File: src/rtl/tws_pkg.sv
// shared types, constants and a helper function for the two-window report schedule
// no dependencies; every other rtl file imports this package
package tws_pkg;

   localparam int unsigned NUM_STAGES = 12;

   localparam logic [16:0] DAY_SECONDS     = 17'd86400;
   localparam logic [11:0] DAY_MINUTES     = 12'd1440;
   localparam logic [10:0] MAX_START       = 11'd1439;
   localparam logic [5:0]  INTERVAL_LOW    = 6'd5;
   localparam logic [5:0]  INTERVAL_HIGH   = 6'd60;
   localparam logic [11:0] MIN_SPAN        = 12'd30;

   // 86400 = 128 * 675; the remainder by 675 is folded down then finished by reciprocal
   localparam logic [22:0] FOLD_HI_MOD     = 23'd61;     // 2^16 mod 675
   localparam logic [16:0] FOLD_MID_MOD    = 17'd46;     // 2^12 mod 675
   localparam logic [33:0] RECIP_675       = 34'd99420;  // floor(2^26 / 675)
   localparam logic [16:0] DIVISOR_675     = 17'd675;
   localparam logic [30:0] RECIP_15        = 31'd34953;  // ceil(2^19 / 15)

   localparam logic [10:0] RESET_W0_START    = 11'd360;
   localparam logic [5:0]  RESET_W0_INTERVAL = 6'd15;
   localparam logic [10:0] RESET_W1_START    = 11'd1320;
   localparam logic [5:0]  RESET_W1_INTERVAL = 6'd5;

   typedef enum logic [1:0] {
      CSR_W0_START    = 2'd0,
      CSR_W0_INTERVAL = 2'd1,
      CSR_W1_START    = 2'd2,
      CSR_W1_INTERVAL = 2'd3
   } csr_index_type;

   typedef struct packed {
      logic [39:0] wall_seconds;
      logic        window_sel;
      logic [8:0]  slot_number;
   } req_type;

   typedef struct packed {
      logic        active_window;
      logic [8:0]  slot_ordinal;
      logic [20:0] slot_due_offset;
      logic [40:0] next_due_seconds;
      logic        config_valid;
   } rsp_type;

   typedef struct packed {
      logic [10:0] w0_start;
      logic [5:0]  w0_interval;
      logic [10:0] w1_start;
      logic [5:0]  w1_interval;
   } cfg_type;

   // one restoring division step; state is {remainder[5:0], dividend/quotient[10:0]}
   function automatic logic [16:0] div_step(input logic [16:0] st, input logic [5:0] dvs);
      logic [6:0] trial;
      logic [6:0] diff;
      trial = {st[16:11], st[10]};
      diff  = trial - {1'b0, dvs};
      if (trial >= {1'b0, dvs}) begin
         div_step = {diff[5:0], st[9:0], 1'b1};
      end else begin
         div_step = {trial[5:0], st[9:0], 1'b0};
      end
   endfunction

endpackage

File: src/rtl/tws_day_split.sv
// five-stage split of wall seconds into day base, seconds of day and minute of day
// depends on tws_pkg
module tws_day_split (
   input  logic        clock,
   input  logic [4:0]  stage_en,
   input  logic [39:0] wall_seconds,
   output logic [16:0] rem_sec,
   output logic [10:0] minute,
   output logic [39:0] day_base
);
   import tws_pkg::*;

   logic [39:0] wall0_ff, wall1_ff, wall2_ff, wall3_ff;
   logic [22:0] v1_ff, v1_in;
   logic [16:0] v2_ff, v2_in, v2b_ff;
   logic [7:0]  qh_ff, qh_in;
   logic [33:0] recip_prod;
   logic [16:0] r_ff, r_in, sub_val, rm_val;
   logic [30:0] min_prod;
   logic [16:0] rem_ff;
   logic [10:0] minute_ff, minute_in;
   logic [39:0] base_ff, base_in;

   always_comb begin
      // fold the upper bits of wall/128 using 2^16 mod 675
      v1_in = 23'(wall_seconds[39:23]) * FOLD_HI_MOD + 23'(wall_seconds[22:7]);
      v2_in = 17'(v1_ff[22:12]) * FOLD_MID_MOD + 17'(v1_ff[11:0]);
      recip_prod = 34'(v2_ff) * RECIP_675;
      qh_in = recip_prod[33:26];
      // estimate is low by at most one
      sub_val = v2b_ff - 17'(qh_ff) * DIVISOR_675;
      rm_val  = (sub_val >= DIVISOR_675) ? sub_val - DIVISOR_675 : sub_val;
      r_in    = {rm_val[9:0], wall2_ff[6:0]};
      min_prod  = 31'(r_ff[16:2]) * RECIP_15;
      minute_in = min_prod[29:19];
      base_in   = wall3_ff - 40'(r_ff);
   end

   always_ff @(posedge clock) begin
      if (stage_en[0]) begin
         wall0_ff <= wall_seconds;
         v1_ff    <= v1_in;
      end
      if (stage_en[1]) begin
         wall1_ff <= wall0_ff;
         v2_ff    <= v2_in;
      end
      if (stage_en[2]) begin
         wall2_ff <= wall1_ff;
         v2b_ff   <= v2_ff;
         qh_ff    <= qh_in;
      end
      if (stage_en[3]) begin
         wall3_ff <= wall2_ff;
         r_ff     <= r_in;
      end
      if (stage_en[4]) begin
         rem_ff    <= r_ff;
         minute_ff <= minute_in;
         base_ff   <= base_in;
      end
   end

   assign rem_sec  = rem_ff;
   assign minute   = minute_ff;
   assign day_base = base_ff;

endmodule

File: src/rtl/tws_div.sv
// three-stage restoring divider, 11-bit dividend by 6-bit divisor
// depends on tws_pkg for the step function
module tws_div (
   input  logic        clock,
   input  logic [2:0]  stage_en,
   input  logic [10:0] dividend,
   input  logic [5:0]  divisor,
   output logic [10:0] quotient
);
   import tws_pkg::*;

   localparam int unsigned STEPS_A = 4;
   localparam int unsigned STEPS_B = 4;
   localparam int unsigned STEPS_C = 3;

   logic [16:0] st0_ff, st0_in, st1_ff, st1_in, st2_ff, st2_in;
   logic [5:0]  dvs0_ff, dvs1_ff;

   always_comb begin
      st0_in = {6'd0, dividend};
      for (int j = 0; j < STEPS_A; j++) begin
         st0_in = div_step(st0_in, divisor);
      end
      st1_in = st0_ff;
      for (int j = 0; j < STEPS_B; j++) begin
         st1_in = div_step(st1_in, dvs0_ff);
      end
      st2_in = st1_ff;
      for (int j = 0; j < STEPS_C; j++) begin
         st2_in = div_step(st2_in, dvs1_ff);
      end
   end

   always_ff @(posedge clock) begin
      if (stage_en[0]) begin
         st0_ff  <= st0_in;
         dvs0_ff <= divisor;
      end
      if (stage_en[1]) begin
         st1_ff  <= st1_in;
         dvs1_ff <= dvs0_ff;
      end
      if (stage_en[2]) begin
         st2_ff <= st2_in;
      end
   end

   assign quotient = st2_ff[10:0];

endmodule

File: src/rtl/tws_due_select.sv
// two-stage next-due selection: per-window candidates, then earliest offset from day base
// depends on tws_pkg
module tws_due_select (
   input  logic             clock,
   input  logic [1:0]       stage_en,
   input  tws_pkg::cfg_type cfg,
   input  logic [1:0]       first_hit,
   input  logic [10:0]      quot0,
   input  logic [10:0]      quot1,
   input  logic [16:0]      rem_sec,
   output logic [17:0]      best_off
);
   import tws_pkg::*;

   logic [17:0] cm0_ff, cm0_in, cm1_ff, cm1_in;
   logic [16:0] r_ff;
   logic [17:0] best_ff, best_in;
   logic [23:0] off0, off1;
   logic [17:0] limit;
   logic        ok0, ok1;
   logic [10:0] smin;
   logic [16:0] toff;

   always_comb begin
      // candidate minute past midnight for each window
      cm0_in = first_hit[0] ? 18'(cfg.w0_start)
             : 18'(cfg.w0_start) + 18'(12'(quot0) + 12'd1) * 18'(cfg.w0_interval);
      cm1_in = first_hit[1] ? 18'(cfg.w1_start)
             : 18'(cfg.w1_start) + 18'(12'(quot1) + 12'd1) * 18'(cfg.w1_interval);

      off0  = 24'(cm0_ff) * 24'd60;
      off1  = 24'(cm1_ff) * 24'd60;
      limit = 18'(r_ff) + 18'(DAY_SECONDS);
      ok0   = (cfg.w0_interval != 6'd0) && (off0 < 24'(limit));
      ok1   = (cfg.w1_interval != 6'd0) && (off1 < 24'(limit));
      smin  = (cfg.w0_start < cfg.w1_start) ? cfg.w0_start : cfg.w1_start;
      toff  = 17'(smin) * 17'd60;
      if (ok0 && ok1) begin
         best_in = (off0 < off1) ? off0[17:0] : off1[17:0];
      end else if (ok0) begin
         best_in = off0[17:0];
      end else if (ok1) begin
         best_in = off1[17:0];
      end else if (toff < r_ff) begin
         // fall back to tomorrow's earliest window start
         best_in = 18'(DAY_SECONDS) + 18'(toff);
      end else begin
         best_in = limit;
      end
   end

   always_ff @(posedge clock) begin
      if (stage_en[0]) begin
         cm0_ff <= cm0_in;
         cm1_ff <= cm1_in;
         r_ff   <= rem_sec;
      end
      if (stage_en[1]) begin
         best_ff <= best_in;
      end
   end

   assign best_off = best_ff;

endmodule

File: src/rtl/two_window_report_schedule.sv
// top level of the two-window report schedule: registers, stage control, sideband stages
// depends on tws_pkg, tws_day_split, tws_div, tws_due_select
//
//   channel   direction  handshake             payload
//   req       in         req_valid/req_stall   req_data  (tws_pkg::req_type)
//   rsp       out        rsp_valid/rsp_stall   rsp_data  (tws_pkg::rsp_type)
//   csr       in         csr_write             csr_index, csr_wdata
//
// twelve register stages, one request per cycle unless req_stall is high; the stages are the
// day split (5), minute compare (1), divider (3), due select (2) and output (1) stages.
// synchronous reset clears the valid bits and loads the default window registers.
// a stall on rsp holds the output; upstream stages keep filling bubbles, and req_stall
// rises only when every stage holds a request.
module two_window_report_schedule (
   input  logic                   clock,
   input  logic                   reset,
   input  logic                   req_valid,
   output logic                   req_stall,
   input  tws_pkg::req_type       req_data,
   output logic                   rsp_valid,
   input  logic                   rsp_stall,
   output tws_pkg::rsp_type       rsp_data,
   input  logic                   csr_write,
   input  tws_pkg::csr_index_type csr_index,
   input  logic [10:0]            csr_wdata
);
   import tws_pkg::*;

   typedef struct packed {
      logic        win;
      logic [14:0] prod;
      logic [20:0] due;
      logic [39:0] day_base;
      logic [16:0] rem_sec;
      logic        active;
      logic [1:0]  first_hit;
      logic [10:0] ord_diff;
      logic [10:0] gap0;
      logic [10:0] gap1;
      logic [8:0]  ordinal;
   } side_type;

   localparam int unsigned LAST = NUM_STAGES - 1;

   cfg_type              cfg_ff;
   logic [LAST:0]        v_ff;
   logic [LAST:0]        rdy;
   side_type             side_ff [LAST];
   side_type             side_in [LAST];
   rsp_type              rsp_ff, rsp_in;

   logic [16:0] ds_rem_sec;
   logic [10:0] ds_minute;
   logic [39:0] ds_day_base;
   logic [10:0] q_ord, q0, q1;
   logic [17:0] best_off;

   logic [10:0] s1_start, s5_start, mnt;
   logic [5:0]  req_iv, s5_iv, s8_iv;
   logic [15:0] due_sum;
   logic [21:0] due_full;
   logic [12:0] ord_t;
   logic [11:0] span;
   logic        cfg_ok;

   // ready chain: a stage loads when it is empty or its successor moves
   always_comb begin
      rdy[LAST] = !v_ff[LAST] || !rsp_stall;
      for (int k = LAST - 1; k >= 0; k--) begin
         rdy[k] = !v_ff[k] || rdy[k+1];
      end
   end
   assign req_stall = !rdy[0];

   always_ff @(posedge clock) begin
      if (reset) begin
         v_ff <= '0;
      end else begin
         if (rdy[0]) begin
            v_ff[0] <= req_valid;
         end
         for (int k = 1; k < NUM_STAGES; k++) begin
            if (rdy[k]) begin
               v_ff[k] <= v_ff[k-1];
            end
         end
      end
   end

   always_ff @(posedge clock) begin
      if (reset) begin
         cfg_ff.w0_start    <= RESET_W0_START;
         cfg_ff.w0_interval <= RESET_W0_INTERVAL;
         cfg_ff.w1_start    <= RESET_W1_START;
         cfg_ff.w1_interval <= RESET_W1_INTERVAL;
      end else if (csr_write) begin
         case (csr_index)
            CSR_W0_START:    cfg_ff.w0_start    <= csr_wdata;
            CSR_W0_INTERVAL: cfg_ff.w0_interval <= csr_wdata[5:0];
            CSR_W1_START:    cfg_ff.w1_start    <= csr_wdata;
            CSR_W1_INTERVAL: cfg_ff.w1_interval <= csr_wdata[5:0];
            default: ;
         endcase
      end
   end

   tws_day_split u_day_split (
      .clock        (clock),
      .stage_en     (rdy[4:0]),
      .wall_seconds (req_data.wall_seconds),
      .rem_sec      (ds_rem_sec),
      .minute       (ds_minute),
      .day_base     (ds_day_base)
   );

   tws_div u_div_ord (
      .clock    (clock),
      .stage_en (rdy[8:6]),
      .dividend (side_ff[5].ord_diff),
      .divisor  (s5_iv),
      .quotient (q_ord)
   );

   tws_div u_div_w0 (
      .clock    (clock),
      .stage_en (rdy[8:6]),
      .dividend (side_ff[5].gap0),
      .divisor  (cfg_ff.w0_interval),
      .quotient (q0)
   );

   tws_div u_div_w1 (
      .clock    (clock),
      .stage_en (rdy[8:6]),
      .dividend (side_ff[5].gap1),
      .divisor  (cfg_ff.w1_interval),
      .quotient (q1)
   );

   tws_due_select u_due_select (
      .clock     (clock),
      .stage_en  (rdy[10:9]),
      .cfg       (cfg_ff),
      .first_hit (side_ff[8].first_hit),
      .quot0     (q0),
      .quot1     (q1),
      .rem_sec   (side_ff[8].rem_sec),
      .best_off  (best_off)
   );

   always_comb begin
      req_iv    = req_data.window_sel ? cfg_ff.w1_interval : cfg_ff.w0_interval;
      s1_start  = side_ff[0].win ? cfg_ff.w1_start : cfg_ff.w0_start;
      s5_start  = side_ff[4].win ? cfg_ff.w1_start : cfg_ff.w0_start;
      s5_iv     = side_ff[5].win ? cfg_ff.w1_interval : cfg_ff.w0_interval;
      s8_iv     = side_ff[8].win ? cfg_ff.w1_interval : cfg_ff.w0_interval;
      mnt       = ds_minute;

      side_in[0]      = '0;
      side_in[0].win  = req_data.window_sel;
      side_in[0].prod = 15'(req_data.slot_number) * 15'(req_iv);
      for (int k = 1; k < LAST; k++) begin
         side_in[k] = side_ff[k-1];
      end

      due_sum        = 16'(s1_start) + 16'(side_ff[0].prod);
      due_full       = 22'(due_sum) * 22'd60;
      side_in[1].due = due_full[20:0];

      side_in[5].day_base = ds_day_base;
      side_in[5].rem_sec  = ds_rem_sec;
      if (cfg_ff.w1_start > cfg_ff.w0_start) begin
         side_in[5].active = !(mnt >= cfg_ff.w0_start && mnt < cfg_ff.w1_start);
      end else begin
         side_in[5].active = !(mnt >= cfg_ff.w0_start || mnt < cfg_ff.w1_start);
      end
      side_in[5].first_hit[0] = (17'(cfg_ff.w0_start) * 17'd60) >= ds_rem_sec;
      side_in[5].first_hit[1] = (17'(cfg_ff.w1_start) * 17'd60) >= ds_rem_sec;
      // minute offset from the window start, wrapped into one day
      ord_t = 13'(mnt) + 13'(2 * DAY_MINUTES) - 13'(s5_start);
      if (ord_t >= 13'(2 * DAY_MINUTES)) begin
         side_in[5].ord_diff = 11'(ord_t - 13'(2 * DAY_MINUTES));
      end else if (ord_t >= 13'(DAY_MINUTES)) begin
         side_in[5].ord_diff = 11'(ord_t - 13'(DAY_MINUTES));
      end else begin
         side_in[5].ord_diff = 11'(ord_t);
      end
      side_in[5].gap0 = mnt - cfg_ff.w0_start;
      side_in[5].gap1 = mnt - cfg_ff.w1_start;

      if (s8_iv == 6'd0) begin
         side_in[9].ordinal = 9'd0;
      end else if (q_ord > 11'd511) begin
         side_in[9].ordinal = 9'd511;
      end else begin
         side_in[9].ordinal = q_ord[8:0];
      end

      span = (cfg_ff.w1_start > cfg_ff.w0_start)
           ? 12'(cfg_ff.w1_start) - 12'(cfg_ff.w0_start)
           : DAY_MINUTES - 12'(cfg_ff.w0_start) + 12'(cfg_ff.w1_start);
      cfg_ok = (cfg_ff.w0_start <= MAX_START) && (cfg_ff.w1_start <= MAX_START)
            && (cfg_ff.w0_interval inside {[INTERVAL_LOW:INTERVAL_HIGH]})
            && (cfg_ff.w1_interval inside {[INTERVAL_LOW:INTERVAL_HIGH]})
            && (cfg_ff.w0_start != cfg_ff.w1_start) && (span >= MIN_SPAN);

      rsp_in.active_window    = side_ff[LAST-1].active;
      rsp_in.slot_ordinal     = side_ff[LAST-1].ordinal;
      rsp_in.slot_due_offset  = side_ff[LAST-1].due;
      rsp_in.next_due_seconds = 41'(side_ff[LAST-1].day_base) + 41'(best_off);
      rsp_in.config_valid     = cfg_ok;
   end

   always_ff @(posedge clock) begin
      for (int k = 0; k < LAST; k++) begin
         if (rdy[k]) begin
            side_ff[k] <= side_in[k];
         end
      end
      if (rdy[LAST]) begin
         rsp_ff <= rsp_in;
      end
   end

   assign rsp_valid = v_ff[LAST];
   assign rsp_data  = rsp_ff;

   // input side only backs up when every stage is occupied
   a_stall_full: assert property (@(posedge clock) disable iff (reset)
      req_stall |-> (&v_ff))
      else $error("req_stall with a bubble in the pipeline");

   // a held middle stage keeps its request
   a_mid_hold: assert property (@(posedge clock) disable iff (reset)
      v_ff[5] && !rdy[5] |=> v_ff[5] && $stable(side_ff[5]))
      else $error("stage 5 lost or changed a held request");

   // a taken result is not shown again unless a new one arrives behind it
   a_no_repeat: assert property (@(posedge clock) disable iff (reset)
      rsp_valid && !rsp_stall && !v_ff[LAST-1] |=> !rsp_valid)
      else $error("response repeated");

endmodule
File: config.mk
export PLATFORM = sky130hd
export DESIGN_NAME = two_window_report_schedule
export DESIGN_NICKNAME = d
export VERILOG_FILES = /design/src/rtl/tws_pkg.sv /design/src/rtl/tws_day_split.sv /design/src/rtl/tws_div.sv /design/src/rtl/tws_due_select.sv /design/src/rtl/two_window_report_schedule.sv
export SDC_FILE = /design/constraint.sdc
export NUM_CORES = 2
export LEC_CHECK = 0
export BUFFER_PORTS_ARGS = -buffer_cell sky130_fd_sc_hd__buf_4
export CAP_MARGIN = 25
export CORE_AREA = 2 2 357 359
export CTS_BUF_LIST = sky130_fd_sc_hd__clkbuf_16
export DETAILED_ROUTE_END_ITERATION = 8
export DIE_AREA = 0 0 359 361
export PLACE_DENSITY = 0.89
export REMOVE_ABC_BUFFERS = 1
export SLEW_MARGIN = 10
export SYNTH_ARGS = -nofsm -noshare
export SYNTH_HDL_FRONTEND = slang
export SYNTH_SLANG_ARGS = --single-unit
File: constraint.sdc
create_clock -name clock -period 15.5 [get_ports clock]
set_input_delay 2.325 -clock clock [delete_from_list [all_inputs] [get_ports clock]]
set_output_delay 2.325 -clock clock [all_outputs]
set_load 0.005 [all_outputs]
# Word level (Yosys, flattened, before mapping)
# Memory sizes are Yosys's and may differ from the RTL's.
# Cells that the tools add are included.
totals:
  elab_cells: 302
  inputBits: 68
  out_inout_bits: 75
  register_bits: 671
  memories: 1
  ram_bits: 1529
classes:
  n_reduce_logical: 48
  muxes: 75
  add_sub_neg: 52
  mul: 14
  n_lt_le_gt_ge: 54
  n_eq_ne: 4
mem_list:
  columns: ["memory", "depth", "width", "read_ports", "rd_ports_with_merged_regs", "write_ports", "line_no", "text"]
  rows:
  - ["side_ff", 11, 139, 11, 0, 11, "two_window_report_schedule.sv:48", "side_type side_ff [LAST];"]
op_table:
  columns: ["operator", "n"]
  rows:
  - ["2-to-1 mux 17 bit", 30]
  - ["greater-or-equal comparator 7 x 6 -> 1 bit", 30]
  - ["subtractor 6 bit", 27]
  - ["2-to-1 mux 18 bit", 5]
  - ["2-to-1 mux 11 bit", 7]
  - ["< comparator 24 x 18 -> 1 bit", 2]
  - ["multiplier 11 x 4 -> 15 bit, second input constant", 3]
  - ["multiplier 18 x 4 -> 22 bit, second input constant", 2]
  - ["adder 40 x 18 -> 41 bit", 1]
  - ["subtractor 40 x 17 -> 40 bit", 1]
  - ["adder 11 x 18 -> 18 bit", 2]
  - ["multiplier 18 x 6 -> 18 bit", 2]
  - ["greater-or-equal comparator 17 bit", 2]
  - ["multiplier 17 x 15 -> 32 bit, second input constant", 1]
  - ["multiplier 15 x 16 -> 30 bit, second input constant", 1]
  - ["2-to-1 mux 1 bit", 26]
  - ["adder 11 x 1 -> 12 bit, second input constant", 2]
  - ["< comparator 24 bit", 1]
  - ["adder 23 x 16 -> 23 bit", 1]
  - ["multiplier 17 x 6 -> 23 bit, second input constant", 1]
  - ["<= comparator 11 bit, second input constant", 2]
  - ["< comparator 11 bit", 2]
  - ["subtractor 11 bit", 2]
  - ["multiplier 16 x 4 -> 19 bit, second input constant", 1]
  - ["other kinds (42)", 93]

# Depth between registers and ports, before layout
logic_depth:
  ltp_word: 15
  mapped_depth: 42
  ltp_nobuf: 40

# Modules after synthesis
# Synthesis repeated with hierarchy kept, for this count alone.
hier_totals:
  hier_cells: 7059
  area_unflattened_um2: 84309.6
modules_own_cells:
  columns: ["module", "cells_per_inst", "area_each_um2", "n_inst", "seq_area_each_um2"]
  rows:
  - ["two_window_report_schedule", 2281, 32697.6, 1, 20679.8]
  - ["tws_day_split", 1771, 22198.8, 1, 8888.5]
  - ["tws_due_select", 1661, 15198.3, 1, 2132.0]
  - ["tws_div (u_div_w0 ...)", 446, 4712.0, 2, 1711.6]
  - ["tws_div (u_div_ord)", 454, 4790.8, 1, 1711.6]

# Worst setup path after synthesis
# No wires, ideal clock.
synth_timing:
  path_kind: "input to output"
  startpoint: "in rsp_stall"
  endpoint: "out req_stall"
  setup_slack_ps: 892
  t_arrival_ps: 12283
  required_time_ps: 13175
  path_buffers: 0
  path_stages: 9
  path_cell_list: "and3_1 inv_1 nor2_1 nand3_1 nor2_1 nand3_1 nor2_1 nand2_1 inv_1"
synth_between:
  elab_chain_cells: 14
synth_lines:
  columns: ["item", "line_no", "text"]
  rows:
  - ["start: declaration", "two_window_report_schedule.sv:21", "input logic rsp_stall,"]
  - ["logical NOT 1 bit", "two_window_report_schedule.sv:68", "rdy[LAST] = !v_ff[LAST] || !rsp_stall;"]
  - ["logical OR 1 bit", "two_window_report_schedule.sv:68", null]
  - ["logical OR 1 bit", "two_window_report_schedule.sv:70", "rdy[k] = !v_ff[k] || rdy[k+1];"]
  - ["via rdy[10]", "two_window_report_schedule.sv:47", "logic [LAST:0] rdy;"]
  - ["logical OR 1 bit (5 in series)", "two_window_report_schedule.sv:70", null]
  - ["via rdy[5]", "two_window_report_schedule.sv:47", null]
  - ["logical OR 1 bit (3 in series)", "two_window_report_schedule.sv:70", null]
  - ["via rdy[2]", "two_window_report_schedule.sv:47", null]
  - ["logical OR 1 bit (2 in series)", "two_window_report_schedule.sv:70", null]
  - ["logical NOT 1 bit", "two_window_report_schedule.sv:73", "assign req_stall = !rdy[0];"]
  - ["end: declaration", "two_window_report_schedule.sv:18", "output logic req_stall,"]
# The timed path passes the listed nets, and every way through them passes these cells.

# Worst setup path in the final report
layout_timing:
  startpoint: "reg u_div_w0.dvs0_ff[1]"
  endpoint: "reg u_div_w0.st1_ff[13], data pin"
layout_between:
  elab_chain_cells: 8
  elab_cells_between_ends: 12
  classes_between: "4 x add/sub; 4 x order compare; 4 x mux"
layout_lines:
  columns: ["item", "line_no", "text"]
  rows:
  - ["start: declaration", "tws_div.sv:17", "logic [5:0] dvs0_ff, dvs1_ff;"]
  - ["start signal: assignment", "tws_div.sv:37", "dvs0_ff <= divisor;"]
  - ["subtractor 6 bit or greater-or-equal comparator 7 x 6 -> 1 bit (tied branches)", "tws_pkg.sv:59, tws_pkg.sv:60", null]
  - ["2-to-1 mux 17 bit", "tws_pkg.sv:60", "if (trial >= {1'b0, dvs}) begin"]
  - ["subtractor 6 bit or greater-or-equal comparator 7 x 6 -> 1 bit (tied branches)", "tws_pkg.sv:59, tws_pkg.sv:60", null]
  - ["2-to-1 mux 17 bit", "tws_pkg.sv:60", null]
  - ["greater-or-equal comparator 7 x 6 -> 1 bit or subtractor 6 bit (tied branches)", "tws_pkg.sv:60, tws_pkg.sv:59", null]
  - ["2-to-1 mux 17 bit", "tws_pkg.sv:60", null]
  - ["subtractor 6 bit or greater-or-equal comparator 7 x 6 -> 1 bit (tied branches)", "tws_pkg.sv:59, tws_pkg.sv:60", null]
  - ["2-to-1 mux 17 bit *", "tws_pkg.sv:60", null]
  - ["via u_div_w0.st1_in[13]", "tws_div.sv:16", "logic [16:0] st0_ff, st0_in, st1_ff, st1_in, st2_ff, st2_in;"]
  - ["end signal: assignment", "tws_div.sv:40", "st1_ff <= st1_in;"]
  - ["end: declaration", "tws_div.sv:16", null]
# Mark *: on every way through the listed nets, which the timed path passes. The rest lies on a longest branch.
# A chain may end at the register's enable or synchronous reset.

==> impl_metrics.tcl <==
set metrics [dict create \
    synthToLayoutAreaGrowth_pct 9.283 \
    gpl_congestion 0.9587 \
    ys_ff_latch 1200 \
    path_common_cell "o21ai_0" \
    unrepaired_setup_endpoints_after_global_routing "false" \
    worst_path_largest_cell_delay_ps 530 \
    routed_wire_length_mm 187.4 \
    final_net_count 8610 \
    first_global_vias 55040 \
    core.rowCount 130 \
    clock_tree.root_cell "clkbuf_16" \
    synth_enable_flop_cells 1154 \
    detail_route.vias_per_cell 6.051 \
    max-slew-margin-rel_pct 21.74 \
    number_of_antenna_violations_at_the_first_check_in_global_routing 8 \
    first_pass_iters 8 \
    finish.cell_count_without_fillers 8785 \
    cts_tree "done" \
    grt_first_pass_wirelength_mm 296.8 \
    io_buffers 140 \
    critical_path.max_fanout 8 \
    drc 0 \
    cts.repair_timing.setup_buffer_count 0 \
    drive_above_1_share_pct 7.346 \
    required_ps 16010 \
    timing.rr.start "u_div_w0.dvs0_ff[1]$_DFFE_PP_" \
    number_of_endpoints_failing_setup_at_the_final_stage 0 \
    worst_hold_slack_ps 383.9 \
    ys.flop_type "edfxtp_1" \
    timing.critical_path.arrival_ps 10760 \
    reg2reg_depth 37 \
    grt_util_all_layers_pct 29.22 \
    numCtsBuffers 120 \
    globalRouteOverflowTotal 0 \
    synthesis.instances 6795 \
    setup_total_negative_slack_ps 0 \
    clkTransAtPathRegs_ps 60 \
    yosysTopAreaCellShare_pct 42.72 \
    die_h_um 361 \
    detailedPlacementHpwl_mm 139.7 \
    timing_worst_slew_pin_value_ps 1163 \
    final_hold_viol_count 0 \
    number_of_h_tree_levels 3 \
    synth.cell_area_um2 81120 \
    top_area_cells_in_the_synthesized_netlist "edfxtp_1, ha_1, fa_1" \
    layout.cells.most_common "edfxtp_1" \
    crit_slowest_cell "nor3_1" \
    cpLargestDelayFamily "compound AO/OA/AOI/OAI gates" \
    worst-path-buf-inv 4 \
    placed_area_um2 84410 \
    start_util_pct 64.69 \
    cp.depth 37 \
    clock-skew-final_ps 78.37 \
    route.detailed.wl_per_inst_um 21.33 \
    timing_worst_setup_path_type "flop to flop" \
    cts-resized-gates 0 \
    whs_endpoint "u_div_w1.st0_ff[9]$_DFFE_PP_" \
    placeableCoreArea_um2 125400 \
    dr.first_iter.drc_count 4527 \
    hold_buffers 0 \
    yosys.area.top_type "edfxtp_1" \
    fin_area_um2 88660 \
    worst_hold_path_type "flop to flop" \
    worstHoldPathCells 0 \
    ctsLongestPathBuffers 3 \
    share_of_the_clock_period_used_by_the_worst_path_pct 66.11 \
    final_antenna_net_count 0 \
    postSynth.asyncResetShare_pct 0 \
    clock_sink_count 1200 \
    crit_path_end_kind "flop" \
    worstSetupStartpointType "flop" \
    drv_cap 0 \
    ys_types 96 \
    rr_endpoint "u_div_w0.st1_ff[13]$_DFFE_PP_" \
    synth_warnings 0 \
    max_clock_freq_ghz 0.09759 \
    finalCriticalPeriod_ps 10250 \
    via_count 53160 \
    synth.yosys.seq_area_share_pct 43.85 \
    io_pins 143 \
    floorplan.die.width_um 359 \
    grt_start_max_net_pins 87 \
    commonest_non_fill_non_tap_cells_in_the_layout "edfxtp_1, ha_1, inv_1, fa_1, nand2_1" \
    ff2ff_setup_slack_ps 5250 \
    clk_latency_ps 790 \
    min_from "side_ff[5][14]$_DFFE_PP_" \
    syn-mean-instance-area_um2 11.94 \
    fp.dieArea_um2 129600 \
    dp_cells 8553 \
    run_status "finished, final reports clean" \
    final-max-slew-violation-count 0 \
]
[cell type report]
class / count / area, um^2
Sequential cell: 1200 / 35570
Clock inverter: 107 / 1180
Multi-Input combinational cell: 4608 / 41910
Clock buffer: 120 / 3003
Antenna cell: 2 / 5.005
Tap cell: 1650 / 2064
Fill cell: 8140 / 36750
Inverter: 910 / 3426
Timing Repair Buffer: 188 / 1493
[registers in the layout (all words and copies together) (netlist names), 23 cells and up]
signal,flops
rsp_data,71
u_day_split.wall3_ff,33
u_day_split.wall0_ff,40
cfg_ff,34
side_ff,546
u_day_split.wall1_ff,40
u_day_split.v1_ff,23
u_day_split.wall2_ff,40
u_day_split.day_base,33
[through the flow]
| step | utilization (%) | setup WS [ps] |
|---|---|---|
| after floorplan | - | 891.9 |
| after global placement | 67.25 | 6040 |
| after detailed placement | 67.31 | 5943 |
| after CTS | 70.64 | 5524 |
| after global routing | 70.69 | 4540 |
| final | 70.69 | 5253 |
[synth_stat cells (37+ instances only)]
cell type	instances
a21boi_0	37
a21o_1	128
a21oi_1	280
and2_1	69
and3_1	56
clkbuf_1	70
dfxtp_1	46
edfxtp_1	1154
fa_1	485
ha_1	1029
inv_1	906
mux2_2	75
mux2i_1	62
nand2_1	487
nand2b_1	62
nand3_1	101
nand4_1	57
nor2_1	317
nor2b_1	71
nor3_1	96
o21a_1	56
o21ai_0	249
xnor2_1	251
xor2_1	145
[layer usage]
layer,vias to the layer above,part of all wire (%),track usage (%)
met2,2103,49,50.25
met4,12,4.7,13.06
met1,25990,38,36.33
li1,24520,-,-
met3,533,7.5,5.078
met5,-,0.038,0
[worst max path at each step]
stage / to / slack (ps) / start
after global placement: u_div_w1.st1_ff[12]$_DFFE_PP_ / 6040 / u_div_w1.dvs0_ff[1]$_DFFE_PP_
after floorplan: req_stall / 890 / rsp_stall
after detailed placement: u_div_w1.st1_ff[12]$_DFFE_PP_ / 5940 / u_div_w1.dvs0_ff[1]$_DFFE_PP_
after global routing: u_div_w0.st1_ff[13]$_DFFE_PP_ / 4540 / u_div_w0.dvs0_ff[1]$_DFFE_PP_
final: u_div_w0.st1_ff[13]$_DFFE_PP_ / 5250 / u_div_w0.dvs0_ff[1]$_DFFE_PP_
after CTS: u_div_w0.st1_ff[13]$_DFFE_PP_ / 5520 / u_div_w0.dvs0_ff[1]$_DFFE_PP_
[kinds of logic after synthesis]
kind of cell	count (synthesis)	synth area share [%]
compound gates	1101	8.938
xor+xnor	396	4.275
fa+ha+maj	1516	27.86
buf+inv	988	4.595
flops	1200	43.85
mux	137	1.806
other cells	1	0.004623
simple gates	1456	8.666
Power is not shown: default switching activity piles up to over one toggle a cycle in this logic, so the estimate is an artifact.
